===== src/sv/tbba_pkg.sv =====
// Shared types and constants for the transformed box bound accumulator.
`default_nettype none

package tbba_pkg;

  // Fixed-point word and matrix geometry.
  localparam int unsigned WORD_W        = 32;
  localparam int unsigned AXES          = 3;
  localparam int unsigned COLS          = 4;
  localparam int unsigned FRAC_BITS_DEF = 16;

  typedef logic signed [WORD_W-1:0] word_t;

  // Saturation limits, which are also the empty-box bounds.
  localparam word_t WORD_MAX = word_t'(32'h7FFF_FFFF);
  localparam word_t WORD_MIN = word_t'(32'h8000_0000);

  // Operation codes carried by a request beat.
  typedef enum logic [1:0] {
    OP_ROW_X  = 2'd0,
    OP_ROW_Y  = 2'd1,
    OP_ROW_Z  = 2'd2,
    OP_EXPAND = 2'd3
  } op_e;

endpackage : tbba_pkg

`default_nettype wire


===== src/sv/tbba_merge.sv =====
// Bound merge: extreme row sums over the eight corners, saturated and merged into the box.
`default_nettype none

module tbba_merge import tbba_pkg::*; #(
  parameter  int unsigned FRAC_BITS = FRAC_BITS_DEF,
  localparam int unsigned TW        = 2 * WORD_W - FRAC_BITS
) (
  input  logic signed [TW-1:0] tlo_i     [AXES][AXES],
  input  logic signed [TW-1:0] thi_i     [AXES][AXES],
  input  word_t                off_i     [AXES],
  input  logic                 restart_i,
  input  word_t                bound_lo_i [AXES],
  input  word_t                bound_hi_i [AXES],
  output word_t                new_lo_o   [AXES],
  output word_t                new_hi_o   [AXES]
);

  localparam int unsigned SW = TW + 2;
  localparam logic signed [SW-1:0] SAT_HI = SW'(WORD_MAX);
  localparam logic signed [SW-1:0] SAT_LO = SW'(WORD_MIN);

  logic signed [SW-1:0] sum_min [AXES];
  logic signed [SW-1:0] sum_max [AXES];
  word_t                w_min   [AXES];
  word_t                w_max   [AXES];
  word_t                base_lo [AXES];
  word_t                base_hi [AXES];

  // Each row sum splits per coordinate, so its corner extremes are the sums
  // of the per-coordinate extremes; saturation keeps that order.
  always_comb begin
    for (int r = 0; r < AXES; r++) begin
      sum_min[r] = SW'(off_i[r]);
      sum_max[r] = SW'(off_i[r]);
      for (int c = 0; c < AXES; c++) begin
        if (tlo_i[r][c] < thi_i[r][c]) begin
          sum_min[r] = sum_min[r] + SW'(tlo_i[r][c]);
          sum_max[r] = sum_max[r] + SW'(thi_i[r][c]);
        end else begin
          sum_min[r] = sum_min[r] + SW'(thi_i[r][c]);
          sum_max[r] = sum_max[r] + SW'(tlo_i[r][c]);
        end
      end
    end
  end

  // Saturate to the word range and grow the running box.
  always_comb begin
    for (int r = 0; r < AXES; r++) begin
      if (sum_min[r] > SAT_HI) begin
        w_min[r] = WORD_MAX;
      end else if (sum_min[r] < SAT_LO) begin
        w_min[r] = WORD_MIN;
      end else begin
        w_min[r] = WORD_W'(sum_min[r]);
      end
      if (sum_max[r] > SAT_HI) begin
        w_max[r] = WORD_MAX;
      end else if (sum_max[r] < SAT_LO) begin
        w_max[r] = WORD_MIN;
      end else begin
        w_max[r] = WORD_W'(sum_max[r]);
      end

      base_lo[r]  = restart_i ? WORD_MAX : bound_lo_i[r];
      base_hi[r]  = restart_i ? WORD_MIN : bound_hi_i[r];
      new_lo_o[r] = (w_min[r] < base_lo[r]) ? w_min[r] : base_lo[r];
      new_hi_o[r] = (w_max[r] > base_hi[r]) ? w_max[r] : base_hi[r];
    end
  end

endmodule : tbba_merge

`default_nettype wire


===== config.mk =====
export PLATFORM = sky130hd
export DESIGN_NAME = tbba_merge
export DESIGN_NICKNAME = d
export VERILOG_FILES = /design/src/sv/tbba_pkg.sv /design/src/sv/tbba_merge.sv
export SDC_FILE = /design/constraint.sdc
export NUM_CORES = 2
export LEC_CHECK = 0
export ABC_AREA = 0
export BUFFER_PORTS_ARGS = -buffer_cell sky130_fd_sc_hd__buf_2
export CAP_MARGIN = 20
export CORE_AREA = 2 2 523 525
export DETAILED_ROUTE_END_ITERATION = 8
export DIE_AREA = 0 0 525 527
export PLACE_DENSITY = 0.45
export RECOVER_POWER = 25
export SYNTH_ARGS = -nofsm -noshare
export SYNTH_HDL_FRONTEND = slang
export SYNTH_SLANG_ARGS = --single-unit

===== constraint.sdc =====
create_clock -name vclk -period 56.1
set_input_delay 11.22 -clock vclk [all_inputs]
set_output_delay 11.22 -clock vclk [all_outputs]
set_load 0.05 [all_outputs]

==> results by stage <==
Critical path:
- On the worst path, the slowest cell contributes a delay of about 2.4 ns.
- The critical path class is input pin to primary output.
- The highest fanout seen on the critical path is 57.
- The endpoint required time on the critical path is about 45 ns.
- The largest individual stage delay along the critical path comes from the cell sky130_fd_sc_hd__clkbuf_1.
- The category of the worst setup path launch point is an input pin.
- The worst setup path is captured at a primary output.
- The most numerous cell type found on the critical path is sky130_fd_sc_hd__a21o_1.
- The data arrival at the endpoint of the critical path is 29.84 ns.

Global route:
- The number of antenna violations at the first check in global routing came to 260.
- Global routing used a little over a quarter of the available tracks across all layers.
- The global-route wire length before repair is roughly 550000 um.
- The total global routing overflow is 0.
- The number of global-route vias before repair is about 78000.
- Entering global routing, the biggest net connects approximately 140 pins.

Cells and area:
- The library cell used most frequently in the layout, excluding fill and tap cells, is sky130_fd_sc_hd__ha_1.
- The clock buffer count is 0.
- In the layout the commonest cells are sky130_fd_sc_hd__ha_1, sky130_fd_sc_hd__buf_2, sky130_fd_sc_hd__a21oi_1, sky130_fd_sc_hd__inv_1, sky130_fd_sc_hd__a21o_1.
- Counting the fill cells in the layout gives between 20000 and 30000.
- For this run, the post-layout net count is between 10000 and 15000.
- The utilization of the core after routing is between 30% and 40%.
- Sequential cells placed in the final layout were counted as 0.
- Cells with a size suffix above 1 make up between 10% and 20% of the layout.
- The area growth from synthesis to layout is 14.80%.
- The register area is 0 um^2.

Timing:
- The setup-violating endpoint count in the final report is 0.
- The final hold violation count is 0.
- Static timing analysis puts the maximum clock frequency at 24.36 MHz.
- Of the available clock period, the critical path in the final layout requires 73.18%.
- The total negative slack is 0 ns.
- Measured against its own limit, the worst slew margin works out to -124.8%.
- The number of max-slew violations in the final report is 150.
- The post-route minimum period is between 40 and 50 ns.
- Setup repair after global routing left no endpoint under its margin.
- At the pin with the least slew margin, the transition time is between 3 and 4 ns.

Place:
- The number of buffer cells added on primary ports is 1345.
- Detailed placement ended at an HPWL of ~360000 um.
- The congestion estimate from routability-driven global placement came to 1.024.

Drt:
- The routed layout has between 80000 and 90000 vias.
- The total wire length after detailed routing is around 400000 um.
- The detailed-routed wire length on met2 is roughly 180000 um.
- The routed design uses roughly 26000 um of met3 wire.
- The detailed router finished its first iteration with between 6000 and 7000 violations.
- Signal routing reaches up to met5.
- The post-detailed-route DRC marker count is 0.
- After detailed routing, the average wire length per cell comes to ~26 um.
- The number of vias per cell after detailed routing is around 5.5.
- The first-pass iteration count of the detailed router is 7.
- The final antenna-violating net count is 0.
- The wire length on met1 is 174500 um.

Die:
- The die outline area is between 200000 and 300000 um^2.
- The initial standard-cell utilization of the core is 27.18%.
- 1345 I/O pins were placed.
- The core region is 271700 um^2.
- The height of the die is approximately 530 um.
- From left edge to right edge, the die measures 525 um.
- The initialized floorplan defines 192 standard-cell rows.

Outcome:
- The flow ran to the end, but the final reports show violations.
- The final reports fail on max-capacitance violations, max-slew violations.

Yosys:
- The post-synthesis adder-cell area fraction is 25.69%.
- In this run the mean area of a mapped cell was approximately 7.2 um^2.
- The number of nets in the synthesized netlist is ~13000.
- The portion of synthesized area spent on multiplexers is about an eighth.
- The sequential-to-total area share from yosys stat is 0%.
- The synthesized netlist contains a little under 100 unique library cells.
- Summing the areas of all and, or, nand and nor instances in the mapped netlist gives between 15 and 20% of the synthesized area.
- By area, the combinational part of the netlist is dominated by compound AO/OA/AOI/OAI gates.
- The fraction of the mapped netlist area in compound gates is slightly below 30%.
- The post-synthesis xor/xnor area fraction is about a tenth.
- The netlist area before placement is between 70000 and 80000 um^2.
- During synthesis, Yosys emitted a total of 0 warnings.
- Counting every instance in the synthesized netlist gives about 10000.

Clock network:
- Hold repair after CTS inserted 0 buffers.
- In this run, post-CTS repair resized a total of 0 instances.
- Post-CTS timing repair inserted 0 buffers for setup.

Worst hold path:
- The tightest min-delay check is of the input pin to primary output type.
- Counting instances, the worst hold path has a depth of 4.
- In this run the most critical hold path is launched from bound_hi_i[53].
- The worst hold path terminates at new_hi_o[53].

Flow run:
- The tool flagged a number of max-cap violations equal to 4.
==> routing by layer <==
metal	up-vias	GRT usage (%)
met2	2697	44.02
met3	602	4.680
met1	39180	34.97
met4	154	10.25
met5	-	0
li1	39840	-
==> how the worst max path moves through the flow <==
stage                     slack (ns)  startpoint           end  depth (start not counted)
after floorplan                20.93  thi_i[193]  new_hi_o[33]                         69
after global placement         17.54   thi_i[49]   new_hi_o[1]                         65
after detailed placement       17.66  tlo_i[336]  new_hi_o[65]                         66
after CTS                      17.60  tlo_i[336]  new_hi_o[65]                         66
after global routing           13.86  thi_i[193]  new_hi_o[55]                         71
final                          15.04  thi_i[193]  new_hi_o[55]                         71
==> cell usage after synthesis, drive strengths merged, types with 33 or more instances <==
cell type / n / share of area [%]
a211oi: 67 / 0.71
a21boi: 33 / 0.34
a21o: 713 / 7.2
a21oi: 1087 / 7.4
a31o: 49 / 0.58
a31oi: 86 / 0.73
and2: 51 / 0.43
and3: 92 / 0.78
clkbuf: 266 / 1.4
ha: 1488 / 25
inv: 809 / 4.1
mux2: 710 / 11
mux2i: 158 / 2.1
nand2: 550 / 2.8
nand2b: 293 / 2.5
nand3: 204 / 1.4
nand4: 213 / 1.8
nor2: 607 / 3.1
nor2b: 193 / 1.6
nor3: 123 / 0.84
nor4: 33 / 0.28
o211ai: 51 / 0.52
o21a: 123 / 1.3
o21ai: 720 / 4.9
o21bai: 125 / 1.3
o31ai: 41 / 0.43
or2: 64 / 0.54
or3: 40 / 0.34
xnor2: 558 / 6.6
xor2: 229 / 2.7
==> worst max-delay path, delay by kind of cell <==
family          cells  cell delay (ns)
compound gates     40             7.90
xor+xnor            2             0.62
fa+ha+maj           5             1.51
buf+inv             9             6.20
mux                 3             1.14
simple gates       12             1.06
==> cell families after synthesis <==
group,Yosys count
AO/OA/AOI/OAI,3387
AND/OR/NAND/NOR,2550
adder cells (fa/ha/maj),1506
buffers and inverters,1100
multiplexers,868
XOR/XNOR,788
==> through the flow <==
step,hold slack [ns],cells,area (um^2),setup slack (ns)
after floorplan,22.81,10200,73860,20.93
after detailed placement,22.90,14890,84580,17.66
after global placement,22.90,14890,84530,17.54
after global routing,22.91,14950,84640,13.86
final,22.90,15010,84790,15.04
after CTS,22.90,14890,84580,17.60
==> final cells by class <==
| class | count | area, um^2 | area share [%] |
|---|---|---|---|
| Inverter | 810 | 3040 | 3.586 |
| Antenna cell | 116 | 290.3 | 0.3424 |
| Multi-Input combinational cell | 9099 | 69910 | 82.45 |
| Timing Repair Buffer | 1396 | 7062 | 8.329 |
| Tap cell | 3589 | 4491 | 5.296 |
